==> src/hw/rtl/lfsc_pkg.sv <==
// Line-follow steering controller: shared types, widths, register indexes and reset values.
// No dependencies; every other file of the block imports this package.
package lfsc_pkg;

    localparam int RD_W                 = 8;
    localparam int SPEED_W              = 8;
    localparam int GAIN_W               = 8;
    localparam int ERR_W                = RD_W + 1;
    localparam int CFG_IDX_W            = 2;
    localparam int WINDOW_LEN_DEFAULT   = 5;
    localparam int QUEUE_DEPTH          = 2;
    localparam int BACK_STAGES          = 4;
    // Gains are in hundredths
    localparam int SCALE                = 100;
    // Largest |numerator| per window entry: 255*(255 + 510 + 255) + 100*255
    localparam int PER_W_MAX            = 285600;
    // Quotient magnitude never exceeds PER_W_MAX / SCALE = 2856
    localparam int QUOT_W               = 12;

    localparam logic [GAIN_W-1:0] BASE_SPEED_RST = 8'd45;
    localparam logic [GAIN_W-1:0] P_GAIN_RST     = 8'd20;
    localparam logic [GAIN_W-1:0] I_GAIN_RST     = 8'd5;
    localparam logic [GAIN_W-1:0] AVG_GAIN_RST   = 8'd10;

    typedef enum logic [CFG_IDX_W-1:0] {
        REG_BASE_SPEED = 2'd0,
        REG_P_GAIN     = 2'd1,
        REG_I_GAIN     = 2'd2,
        REG_AVG_GAIN   = 2'd3
    } cfg_reg_t;

    typedef struct packed {
        logic [GAIN_W-1:0] base_speed;
        logic [GAIN_W-1:0] p_gain;
        logic [GAIN_W-1:0] i_gain;
        logic [GAIN_W-1:0] avg_gain;
    } gains_t;

endpackage

==> src/hw/rtl/lfsc_in_if.sv <==
// Sensor channel: valid/ready handshake carrying one pair of line-sensor readings.
// Depends on lfsc_pkg for the field width.
interface lfsc_in_if;
    import lfsc_pkg::*;

    logic            valid;
    logic            ready;
    logic [RD_W-1:0] left_reading;
    logic [RD_W-1:0] right_reading;

    modport source (output valid, output left_reading, output right_reading, input ready);
    modport sink   (input valid, input left_reading, input right_reading, output ready);
endinterface

==> src/hw/rtl/lfsc_out_if.sv <==
// Speed channel: valid/ready handshake carrying one pair of wheel speed commands.
// Depends on lfsc_pkg for the field width.
interface lfsc_out_if;
    import lfsc_pkg::*;

    logic               valid;
    logic               ready;
    logic [SPEED_W-1:0] left_speed;
    logic [SPEED_W-1:0] right_speed;

    modport source (output valid, output left_speed, output right_speed, input ready);
    modport sink   (input valid, input left_speed, input right_speed, output ready);
endinterface

==> src/hw/rtl/lfsc_front.sv <==
// Front end: accepts sensor beats, forms the error, keeps the error window and running sum.
// Depends on lfsc_pkg and lfsc_in_if; pushes one entry per beat into lfsc_queue.
module lfsc_front #(
    parameter int WINDOW_LEN = lfsc_pkg::WINDOW_LEN_DEFAULT,
    parameter int SUM_W      = lfsc_pkg::ERR_W + $clog2(lfsc_pkg::WINDOW_LEN_DEFAULT)
) (
    input  logic                                   clk,
    input  logic                                   rst_n,
    lfsc_in_if.sink                                sensor,
    input  logic                                   q_full,
    output logic                                   q_push,
    output logic [2*lfsc_pkg::ERR_W+SUM_W-1:0]     q_data
);
    import lfsc_pkg::*;

    logic signed [ERR_W-1:0] window_reg [WINDOW_LEN];
    logic signed [ERR_W-1:0] prev_err_reg;
    logic signed [SUM_W-1:0] sum_reg;
    logic signed [SUM_W-1:0] sum_next;
    logic signed [ERR_W-1:0] err;

    assign sensor.ready = !q_full;
    assign q_push       = sensor.valid && !q_full;

    assign err      = $signed({1'b0, sensor.left_reading}) - $signed({1'b0, sensor.right_reading});
    // Add the newest error, drop the one that falls off the end of the window
    assign sum_next = sum_reg + SUM_W'(err) - SUM_W'(window_reg[WINDOW_LEN-1]);

    assign q_data = {err, prev_err_reg, sum_next};

    always_ff @(posedge clk or negedge rst_n)
    begin
        if (!rst_n)
        begin
            for (int k = 0; k < WINDOW_LEN; k++)
            begin
                window_reg[k] <= '0;
            end
            prev_err_reg <= '0;
            sum_reg      <= '0;
        end
        else if (q_push)
        begin
            for (int k = WINDOW_LEN - 1; k > 0; k--)
            begin
                window_reg[k] <= window_reg[k-1];
            end
            window_reg[0] <= err;
            prev_err_reg  <= err;
            sum_reg       <= sum_next;
        end
    end

endmodule

==> src/hw/rtl/lfsc_queue.sv <==
// Short queue between front and back end, so each side can stall on its own.
// Depends on lfsc_pkg for the default depth.
module lfsc_queue #(
    parameter int DEPTH  = lfsc_pkg::QUEUE_DEPTH,
    parameter int DATA_W = 32
) (
    input  logic              clk,
    input  logic              rst_n,
    input  logic              push,
    input  logic [DATA_W-1:0] push_data,
    output logic              full,
    input  logic              pop,
    output logic              avail,
    output logic [DATA_W-1:0] pop_data
);
    import lfsc_pkg::*;

    localparam int PTR_W = (DEPTH > 1) ? $clog2(DEPTH) : 1;
    localparam int CNT_W = $clog2(DEPTH + 1);

    logic [DATA_W-1:0] entry_reg [DEPTH];
    logic [PTR_W-1:0]  wr_ptr_reg, wr_ptr_next;
    logic [PTR_W-1:0]  rd_ptr_reg, rd_ptr_next;
    logic [CNT_W-1:0]  count_reg, count_next;

    assign full     = (count_reg == CNT_W'(DEPTH));
    assign avail    = (count_reg != '0);
    assign pop_data = entry_reg[rd_ptr_reg];

    always_comb
    begin
        wr_ptr_next = wr_ptr_reg;
        rd_ptr_next = rd_ptr_reg;
        count_next  = count_reg;
        if (push)
        begin
            wr_ptr_next = (wr_ptr_reg == PTR_W'(DEPTH - 1)) ? '0 : wr_ptr_reg + 1'b1;
        end
        if (pop)
        begin
            rd_ptr_next = (rd_ptr_reg == PTR_W'(DEPTH - 1)) ? '0 : rd_ptr_reg + 1'b1;
        end
        if (push && !pop)
        begin
            count_next = count_reg + 1'b1;
        end
        else if (pop && !push)
        begin
            count_next = count_reg - 1'b1;
        end
    end

    always_ff @(posedge clk or negedge rst_n)
    begin
        if (!rst_n)
        begin
            wr_ptr_reg <= '0;
            rd_ptr_reg <= '0;
            count_reg  <= '0;
        end
        else
        begin
            wr_ptr_reg <= wr_ptr_next;
            rd_ptr_reg <= rd_ptr_next;
            count_reg  <= count_next;
        end
    end

    always_ff @(posedge clk)
    begin
        if (push)
        begin
            entry_reg[wr_ptr_reg] <= push_data;
        end
    end

endmodule

==> src/hw/rtl/lfsc_back.sv <==
// Back end: four-stage pipeline computing the steering term and both wheel speeds.
// Depends on lfsc_pkg and lfsc_out_if; pops entries from lfsc_queue.
module lfsc_back #(
    parameter int WINDOW_LEN = lfsc_pkg::WINDOW_LEN_DEFAULT,
    parameter int SUM_W      = lfsc_pkg::ERR_W + $clog2(lfsc_pkg::WINDOW_LEN_DEFAULT)
) (
    input  logic                                   clk,
    input  logic                                   rst_n,
    input  lfsc_pkg::gains_t                       gains,
    input  logic                                   q_avail,
    input  logic [2*lfsc_pkg::ERR_W+SUM_W-1:0]     q_data,
    output logic                                   q_pop,
    lfsc_out_if.source                             speed
);
    import lfsc_pkg::*;

    localparam int DENOM   = SCALE * WINDOW_LEN;
    localparam int MAG_W   = $clog2(WINDOW_LEN * PER_W_MAX + 1);
    localparam int NUM_W   = MAG_W + 1;
    localparam int RECIP   = (1 << MAG_W) / DENOM;
    localparam int RECIP_W = $clog2(RECIP + 1);
    localparam int PE_W    = 2 * ERR_W;
    localparam int IE_W    = 2 * ERR_W + 1;
    localparam int AS_W    = SUM_W + ERR_W;

    localparam logic signed [NUM_W-1:0] W_S     = NUM_W'(WINDOW_LEN);
    localparam logic signed [NUM_W-1:0] DENOM_S = NUM_W'(DENOM);
    localparam logic [RECIP_W-1:0]      RECIP_U = RECIP_W'(RECIP);
    localparam logic [MAG_W-1:0]        DENOM_M = MAG_W'(DENOM);

    // Unpack queue entry
    logic signed [ERR_W-1:0] q_err, q_prev;
    logic signed [SUM_W-1:0] q_sum;
    assign {q_err, q_prev, q_sum} = q_data;

    // Stage valids and advance chain
    logic v1_reg, v2_reg, v3_reg, v4_reg;
    logic adv1, adv2, adv3, adv4;

    assign adv4  = !v4_reg || speed.ready;
    assign adv3  = !v3_reg || adv4;
    assign adv2  = !v2_reg || adv3;
    assign adv1  = !v1_reg || adv2;
    assign q_pop = q_avail && adv1;

    // Stage 1: the three gain products
    logic signed [ERR_W:0]    esum;
    logic signed [PE_W-1:0]   pe_reg, pe_next;
    logic signed [IE_W-1:0]   ie_reg, ie_next;
    logic signed [AS_W-1:0]   as_reg, as_next;

    assign esum    = $signed({q_err[ERR_W-1], q_err}) + $signed({q_prev[ERR_W-1], q_prev});
    assign pe_next = $signed({1'b0, gains.p_gain}) * q_err;
    assign ie_next = $signed({1'b0, gains.i_gain}) * esum;
    assign as_next = $signed({1'b0, gains.avg_gain}) * q_sum;

    // Stage 2: scaled numerators for both wheels
    logic signed [NUM_W-1:0] lin, n_term, base_scaled;
    logic signed [NUM_W-1:0] num_reg  [2];
    logic signed [NUM_W-1:0] num_next [2];

    assign lin         = NUM_W'(pe_reg) + NUM_W'(ie_reg);
    assign n_term      = lin * W_S + NUM_W'(as_reg);
    assign base_scaled = $signed(NUM_W'(gains.base_speed)) * DENOM_S;
    assign num_next[0] = base_scaled + n_term;
    assign num_next[1] = base_scaled - n_term;

    // Stage 3: magnitude and reciprocal estimate of the quotient
    logic [MAG_W-1:0]         mag_next  [2];
    logic [MAG_W-1:0]         mag_reg   [2];
    logic [MAG_W+RECIP_W-1:0] prod_next [2];
    logic [QUOT_W-1:0]        qe_reg    [2];
    logic                     neg_reg   [2];

    // Stage 4: one correction step, sign and wrap
    logic [MAG_W-1:0]   back_prod [2];
    logic [MAG_W-1:0]   rem       [2];
    logic [QUOT_W-1:0]  quot      [2];
    logic [SPEED_W-1:0] res       [2];
    logic [SPEED_W-1:0] speed_reg [2];

    always_comb
    begin
        for (int l = 0; l < 2; l++)
        begin
            mag_next[l]  = num_reg[l][NUM_W-1] ? MAG_W'(-num_reg[l]) : MAG_W'(num_reg[l]);
            prod_next[l] = (MAG_W+RECIP_W)'(mag_next[l]) * (MAG_W+RECIP_W)'(RECIP_U);
            back_prod[l] = MAG_W'(qe_reg[l]) * DENOM_M;
            rem[l]       = mag_reg[l] - back_prod[l];
            quot[l]      = qe_reg[l] + QUOT_W'(rem[l] >= DENOM_M);
            res[l]       = neg_reg[l] ? SPEED_W'(~quot[l][SPEED_W-1:0] + 1'b1)
                                      : quot[l][SPEED_W-1:0];
        end
    end

    always_ff @(posedge clk or negedge rst_n)
    begin
        if (!rst_n)
        begin
            v1_reg <= 1'b0;
            v2_reg <= 1'b0;
            v3_reg <= 1'b0;
            v4_reg <= 1'b0;
        end
        else
        begin
            if (adv1) v1_reg <= q_avail;
            if (adv2) v2_reg <= v1_reg;
            if (adv3) v3_reg <= v2_reg;
            if (adv4) v4_reg <= v3_reg;
        end
    end

    always_ff @(posedge clk)
    begin
        if (adv1 && q_avail)
        begin
            pe_reg <= pe_next;
            ie_reg <= ie_next;
            as_reg <= as_next;
        end
        if (adv2 && v1_reg)
        begin
            num_reg[0] <= num_next[0];
            num_reg[1] <= num_next[1];
        end
        if (adv3 && v2_reg)
        begin
            for (int l = 0; l < 2; l++)
            begin
                mag_reg[l] <= mag_next[l];
                qe_reg[l]  <= QUOT_W'(prod_next[l] >> MAG_W);
                neg_reg[l] <= num_reg[l][NUM_W-1];
            end
        end
        if (adv4 && v3_reg)
        begin
            speed_reg[0] <= res[0];
            speed_reg[1] <= res[1];
        end
    end

    assign speed.valid       = v4_reg;
    assign speed.left_speed  = speed_reg[0];
    assign speed.right_speed = speed_reg[1];

endmodule

==> src/hw/rtl/line_follow_steering_controller.sv <==
// Top level of the line-follow steering controller: configuration registers and the
// front end, queue and back end. Depends on lfsc_pkg, lfsc_in_if, lfsc_out_if,
// lfsc_front, lfsc_queue and lfsc_back.
//
//   Channel  | Role   | Payload                        | Handshake
//   ---------+--------+--------------------------------+----------------------------
//   sensor   | sink   | left_reading, right_reading    | valid/ready, beat on both high
//   speed    | source | left_speed, right_speed        | valid/ready, beat on both high
//   cfg      | write  | cfg_index, cfg_wdata           | cfg_we, no wait, no read-back
//
// One sensor beat per cycle is sustained while speed beats are taken; each yields one
// speed beat, registered in turn (queue slot, gain products, numerators, reciprocal
// estimate, correction). The back-end pipeline keeps one multiplier stage between
// registers; the running window sum in the front end keeps the window at one add.
// Reset clears the error window, running sum, previous error, queue and pipeline valids,
// and loads the gain registers with their defaults. A stalled speed channel holds the
// output register; the pipeline and two-entry queue fill before sensor ready drops.
module line_follow_steering_controller #(
    parameter int WINDOW_LEN = lfsc_pkg::WINDOW_LEN_DEFAULT
) (
    input  logic                            clk,
    input  logic                            rst_n,
    lfsc_in_if.sink                         sensor,
    lfsc_out_if.source                      speed,
    input  logic                            cfg_we,
    input  logic [lfsc_pkg::CFG_IDX_W-1:0]  cfg_index,
    input  logic [lfsc_pkg::GAIN_W-1:0]     cfg_wdata
);
    import lfsc_pkg::*;

    // Running sum spans WINDOW_LEN errors of ERR_W bits each
    localparam int SUM_W  = ERR_W + $clog2(WINDOW_LEN);
    localparam int DATA_W = 2 * ERR_W + SUM_W;

    gains_t gains_reg;

    // Configuration writes: take the beat at once, ignore nothing since every index maps
    always_ff @(posedge clk or negedge rst_n)
    begin
        if (!rst_n)
        begin
            gains_reg.base_speed <= BASE_SPEED_RST;
            gains_reg.p_gain     <= P_GAIN_RST;
            gains_reg.i_gain     <= I_GAIN_RST;
            gains_reg.avg_gain   <= AVG_GAIN_RST;
        end
        else if (cfg_we)
        begin
            unique case (cfg_reg_t'(cfg_index))
                REG_BASE_SPEED: gains_reg.base_speed <= cfg_wdata;
                REG_P_GAIN:     gains_reg.p_gain     <= cfg_wdata;
                REG_I_GAIN:     gains_reg.i_gain     <= cfg_wdata;
                REG_AVG_GAIN:   gains_reg.avg_gain   <= cfg_wdata;
                default:        ;
            endcase
        end
    end

    // Front end to queue
    logic              q_push, q_full, q_pop, q_avail;
    logic [DATA_W-1:0] q_wdata, q_rdata;

    lfsc_front #(
        .WINDOW_LEN (WINDOW_LEN),
        .SUM_W      (SUM_W)
    ) u_front (
        .clk    (clk),
        .rst_n  (rst_n),
        .sensor (sensor),
        .q_full (q_full),
        .q_push (q_push),
        .q_data (q_wdata)
    );

    // Decouple the two halves: hold up to QUEUE_DEPTH front-end entries
    lfsc_queue #(
        .DEPTH  (QUEUE_DEPTH),
        .DATA_W (DATA_W)
    ) u_queue (
        .clk       (clk),
        .rst_n     (rst_n),
        .push      (q_push),
        .push_data (q_wdata),
        .full      (q_full),
        .pop       (q_pop),
        .avail     (q_avail),
        .pop_data  (q_rdata)
    );

    // Back end: steering term, divide by scale times window length and wrap to wheel speeds
    lfsc_back #(
        .WINDOW_LEN (WINDOW_LEN),
        .SUM_W      (SUM_W)
    ) u_back (
        .clk     (clk),
        .rst_n   (rst_n),
        .gains   (gains_reg),
        .q_avail (q_avail),
        .q_data  (q_rdata),
        .q_pop   (q_pop),
        .speed   (speed)
    );

endmodule

==> src/flat_wrapper.sv <==
// flat-port wrapper written by rule: the top's interface ports become plain ports
module line_follow_steering_controller_flat import lfsc_pkg::*;
#(
    parameter int WINDOW_LEN = lfsc_pkg::WINDOW_LEN_DEFAULT
)
  (clk, rst_n, cfg_we, cfg_index, cfg_wdata, sensor_valid, sensor_left_reading, sensor_right_reading, sensor_ready, speed_valid, speed_left_speed, speed_right_speed, speed_ready);
  lfsc_in_if sensor_i ();
  lfsc_out_if speed_i ();
  input  logic clk;
  input  logic rst_n;
  input  logic cfg_we;
  input  logic [lfsc_pkg::CFG_IDX_W-1:0] cfg_index;
  input  logic [lfsc_pkg::GAIN_W-1:0] cfg_wdata;
  input wire logic [$bits(sensor_i.valid)-1:0] sensor_valid;
  input wire logic [$bits(sensor_i.left_reading)-1:0] sensor_left_reading;
  input wire logic [$bits(sensor_i.right_reading)-1:0] sensor_right_reading;
  output wire logic [$bits(sensor_i.ready)-1:0] sensor_ready;
  output wire logic [$bits(speed_i.valid)-1:0] speed_valid;
  output wire logic [$bits(speed_i.left_speed)-1:0] speed_left_speed;
  output wire logic [$bits(speed_i.right_speed)-1:0] speed_right_speed;
  input wire logic [$bits(speed_i.ready)-1:0] speed_ready;
  assign sensor_i.valid = sensor_valid;
  assign sensor_i.left_reading = sensor_left_reading;
  assign sensor_i.right_reading = sensor_right_reading;
  assign sensor_ready = sensor_i.ready;
  assign speed_valid = speed_i.valid;
  assign speed_left_speed = speed_i.left_speed;
  assign speed_right_speed = speed_i.right_speed;
  assign speed_i.ready = speed_ready;
  line_follow_steering_controller #(.WINDOW_LEN(WINDOW_LEN)) u_core (.clk(clk), .rst_n(rst_n), .sensor(sensor_i), .speed(speed_i), .cfg_we(cfg_we), .cfg_index(cfg_index), .cfg_wdata(cfg_wdata));
endmodule
==> config.mk <==
export PLATFORM = sky130hd
export DESIGN_NAME = line_follow_steering_controller_flat
export DESIGN_NICKNAME = d
export VERILOG_FILES = /design/src/hw/rtl/lfsc_pkg.sv /design/src/hw/rtl/lfsc_in_if.sv /design/src/hw/rtl/lfsc_out_if.sv /design/src/hw/rtl/lfsc_front.sv /design/src/hw/rtl/lfsc_queue.sv /design/src/hw/rtl/lfsc_back.sv /design/src/hw/rtl/line_follow_steering_controller.sv /design/src/flat_wrapper.sv
export SDC_FILE = /design/constraint.sdc
export NUM_CORES = 2
export LEC_CHECK = 0
export ABC_CLOCK_PERIOD_IN_PS = 14100
export BUFFER_PORTS_ARGS = -buffer_cell sky130_fd_sc_hd__buf_4
export CORE_UTILIZATION = 45
export CTS_CLUSTER_SIZE = 28
export DETAILED_ROUTE_END_ITERATION = 7
export GPL_ROUTABILITY_DRIVEN = 1
export SLEW_MARGIN = 20
export SYNTH_ARGS = -nofsm -noshare
export SYNTH_HDL_FRONTEND = slang
export SYNTH_HIERARCHICAL = 1
export SYNTH_SLANG_ARGS = --single-unit
==> constraint.sdc <==
create_clock -name clk -period 14.1 [get_ports clk]
set_clock_uncertainty 0.05 [all_clocks]
set_input_delay 0.705 -clock clk [delete_from_list [all_inputs] [get_ports clk]]
set_output_delay 0.705 -clock clk [all_outputs]
set_load 0.02 [all_outputs]
==> flow_metrics.env <==
export IMPL_maxCapViolCount=0
export IMPL_synth_top_cells_by_area="ha_1 20%, fa_1 19%, edfxtp_1 18%"
export IMPL_die_h_um=300
export IMPL_first_pass_iters=5
export IMPL_cts_root_buf="clkbuf_16"
export IMPL_dp_hpwl_um=66800
export IMPL_slew_headroom_pct=30.8
export IMPL_core_area_um2=87300
export IMPL_synthXorXnorAreaFrac_pct=6.03
export IMPL_worstMarginPinSlew_ns=1.03
export IMPL_period_share_pct=57.7
export IMPL_ys_seq_area_share_pct=24.2
export IMPL_largest_reg_flops=60
export IMPL_gp_congestion=0.862
export IMPL_numCtsBuffers=43
export IMPL_via_per_inst=5.05
export IMPL_ys_ff_latch=338
export IMPL_synth_area_um2=39900
export IMPL_rsz0062_at_grt="false"
export IMPL_num_io_pins=49
export IMPL_finalHoldViolCount=0
export IMPL_drt_iter0_drc=1060
export IMPL_dr_total_vias=26770
export IMPL_async_flop_share_pct=28.7
export IMPL_cts_sinks=338
export IMPL_arrival_ns=8.41
export IMPL_synth_adder_area_share_pct=39.0
export IMPL_cpPeakStageDelay_ns=0.58
export IMPL_cp_end_kind="flop"
export IMPL_fp_dieW_um=300
export IMPL_run_status="complete, no violations"
export IMPL_drc=0
export IMPL_yosysMostFrequentCell="inv_1"
export IMPL_place_port_buffers=48
export IMPL_cts_clk_slew_worst_paths_ns=0.06
export IMPL_synth_flop_cell="edfxtp_1"
export IMPL_synth_top_area_share_pct=20.0
export IMPL_setup_viol=0
export IMPL_synth_top_area_cell="ha_1"
export IMPL_syn_avg_cell_area_um2=9.82
export IMPL_syn2layout_area_growth_pct=7.89
export IMPL_initial_core_util_pct=45.7
export IMPL_routedWlPerCell_um=15.5
export IMPL_syn_inst=4063
export IMPL_grt_max_degree=65
export IMPL_clockBufferDepth=3
export IMPL_drive_above_1_share_pct=5.96
export IMPL_setup_tns_ns=0
export IMPL_cts_resized=0
export IMPL_min_path_type="in -> async"
export IMPL_period_minus_slack_ns=8.14
export IMPL_cts_setup_buffers=0
export IMPL_slew_violations=0
export IMPL_cts_hold_buf=0
export IMPL_yosys_area_share_simple_pct=11.4
export IMPL_yosys_warnings=6
export IMPL_placed_cells=5217
export IMPL_ys_types=86
export IMPL_grt_usage_pct=19.0
export IMPL_die_area_um2=89900
export IMPL_synth_mux_area_share_pct=2.00
export IMPL_mappedNetlistNets=5110
export IMPL_cts_tree="done"
export IMPL_final_nets=5154
export IMPL_synth_compound_area_share_pct=8.66
export IMPL_critical_path_class="reg -> reg"
export IMPL_overflow=0
export IMPL_nFillCells=8281
export IMPL_grt_pass1_wl_um=138000
export IMPL_antenna_found_initial=3
export IMPL_crit_slowest_cell="or4_1"
export IMPL_rows=108
export IMPL_fmax_ghz=0.123
export IMPL_synth_top_family_by_area="adder cells"
export IMPL_wirelength_um=82000
export IMPL_h_tree_depth=2
export IMPL_first_global_vias=27441
export IMPL_crit_fanout=7
export IMPL_fin_cells=5298
export IMPL_crit_required_ns=14.38
export IMPL_worstSkewPairLatency_ns=0.60
export IMPL_ant_nets=0
export IMPL_synth_edf_count=241
export IMPL_cp_start_kind="flop"
export IMPL_yosys_top_cells_count="852 x inv_1, 637 x ha_1, 379 x fa_1"
-- logic make-up after synthesis --
logic type / after synthesis
xor+xnor: 273
flops: 338
simple gates: 925
mux: 71
compound gates: 529
buf+inv: 911
fa+ha+maj: 1016
-- critical path, delay by kind of cell (launching register included) --
| family | cells | cell delay (ns) |
|---|---|---|
| AOI/OAI and AO/OA | 12 | 2.67 |
| xor gates and xnor gates | 2 | 0.40 |
| adders and majority gates | 8 | 3.12 |
| buffers and inverters | 3 | 0.17 |
| DFF | 1 | 0.53 |
| and+or+nand+nor | 4 | 0.91 |
-- placed cells by master (no fill, tap or decap), types with 38 or more instances in the layout --
cell | Yosys | final
ha_1 | 637 | 637
dfrtp_1 | 87 | 87
nand3_1 | 41 | 41
fa_1 | 379 | 379
and2_1 | 150 | 147
buf_4 | 10 | 57
mux2_2 | 69 | 69
xor2_1 | 73 | 73
nor3_1 | 59 | 59
inv_1 | 852 | 851
o21ai_0 | 97 | 97
nand2_1 | 344 | 344
edfxtp_1 | 241 | 241
clkbuf_16 | 0 | 44
nor2b_1 | 40 | 38
a21oi_1 | 149 | 149
xnor2_1 | 199 | 199
nor2_1 | 148 | 148
-- layout make-up --
type / count / area, um2 / area share (%)
repair buffers: 57 / 428 / 0.994
clock buffers: 53 / 1170 / 2.73
clock inverters: 27 / 377 / 0.875
inverters: 853 / 3200 / 7.44
multi-input cells: 2814 / 26800 / 62.1
well taps: 1155 / 1450 / 3.36
flip-flops and latches: 338 / 9680 / 22.5
diodes: 1 / 2.50 / 0.00581
-- stage by stage --
stage	utilization (%)	area [um2]	hold slack, ns	setup WS (ns)
after floorplan	-	39900	0.359	6.85
after global placement	47.5	41500	0.397	6.11
after detailed placement	47.5	41500	0.399	6.00
after CTS	49.3	43100	0.00703	5.99
after global routing	49.3	43100	0.0443	5.32
final	49.3	43100	0.0419	5.96
-- path summary, 6_finish.rpt --
kind | startpoint | endpoint | slack (ns) | depth (start not counted)
hold reg to reg | u_core/u_front/window_reg[29]$_DFFE_PN0P_ | u_core/u_front/window_reg[20]$_DFFE_PN0P_ | 0.41 | 2
max in group asynchronous | rst_n | u_core/u_back/v3_reg$_DFFE_PN0P_ | 12.71 | 2
setup reg to reg | u_core/u_back/qe_reg[0][12]$_DFFE_PP_ | u_core/u_back/speed_reg[0][15]$_DFFE_PP_ | 5.96 | 29
setup / recovery | u_core/u_back/qe_reg[0][12]$_DFFE_PP_ | u_core/u_back/speed_reg[0][15]$_DFFE_PP_ | 5.96 | 29
min in group clk | cfg_wdata[0] | u_core/gains_reg[0]$_DFFE_PN0P_ | 0.41 | 2
hold / removal | rst_n | u_core/gains_reg[0]$_DFFE_PN0P_ | 0.04 | 1
-- routing by layer --
metal,vias up,part of all wire (%),track usage [%]
met5,-,0,0
met4,0,1.4,3.60
met3,71,2.4,1.85
met2,272,49,33.7
met1,13017,47,25.1
li1,13410,-,-
Power is left out: the tool's default activity adds up to more than one toggle a clock period on the data nets, which glitch-free logic cannot reach.
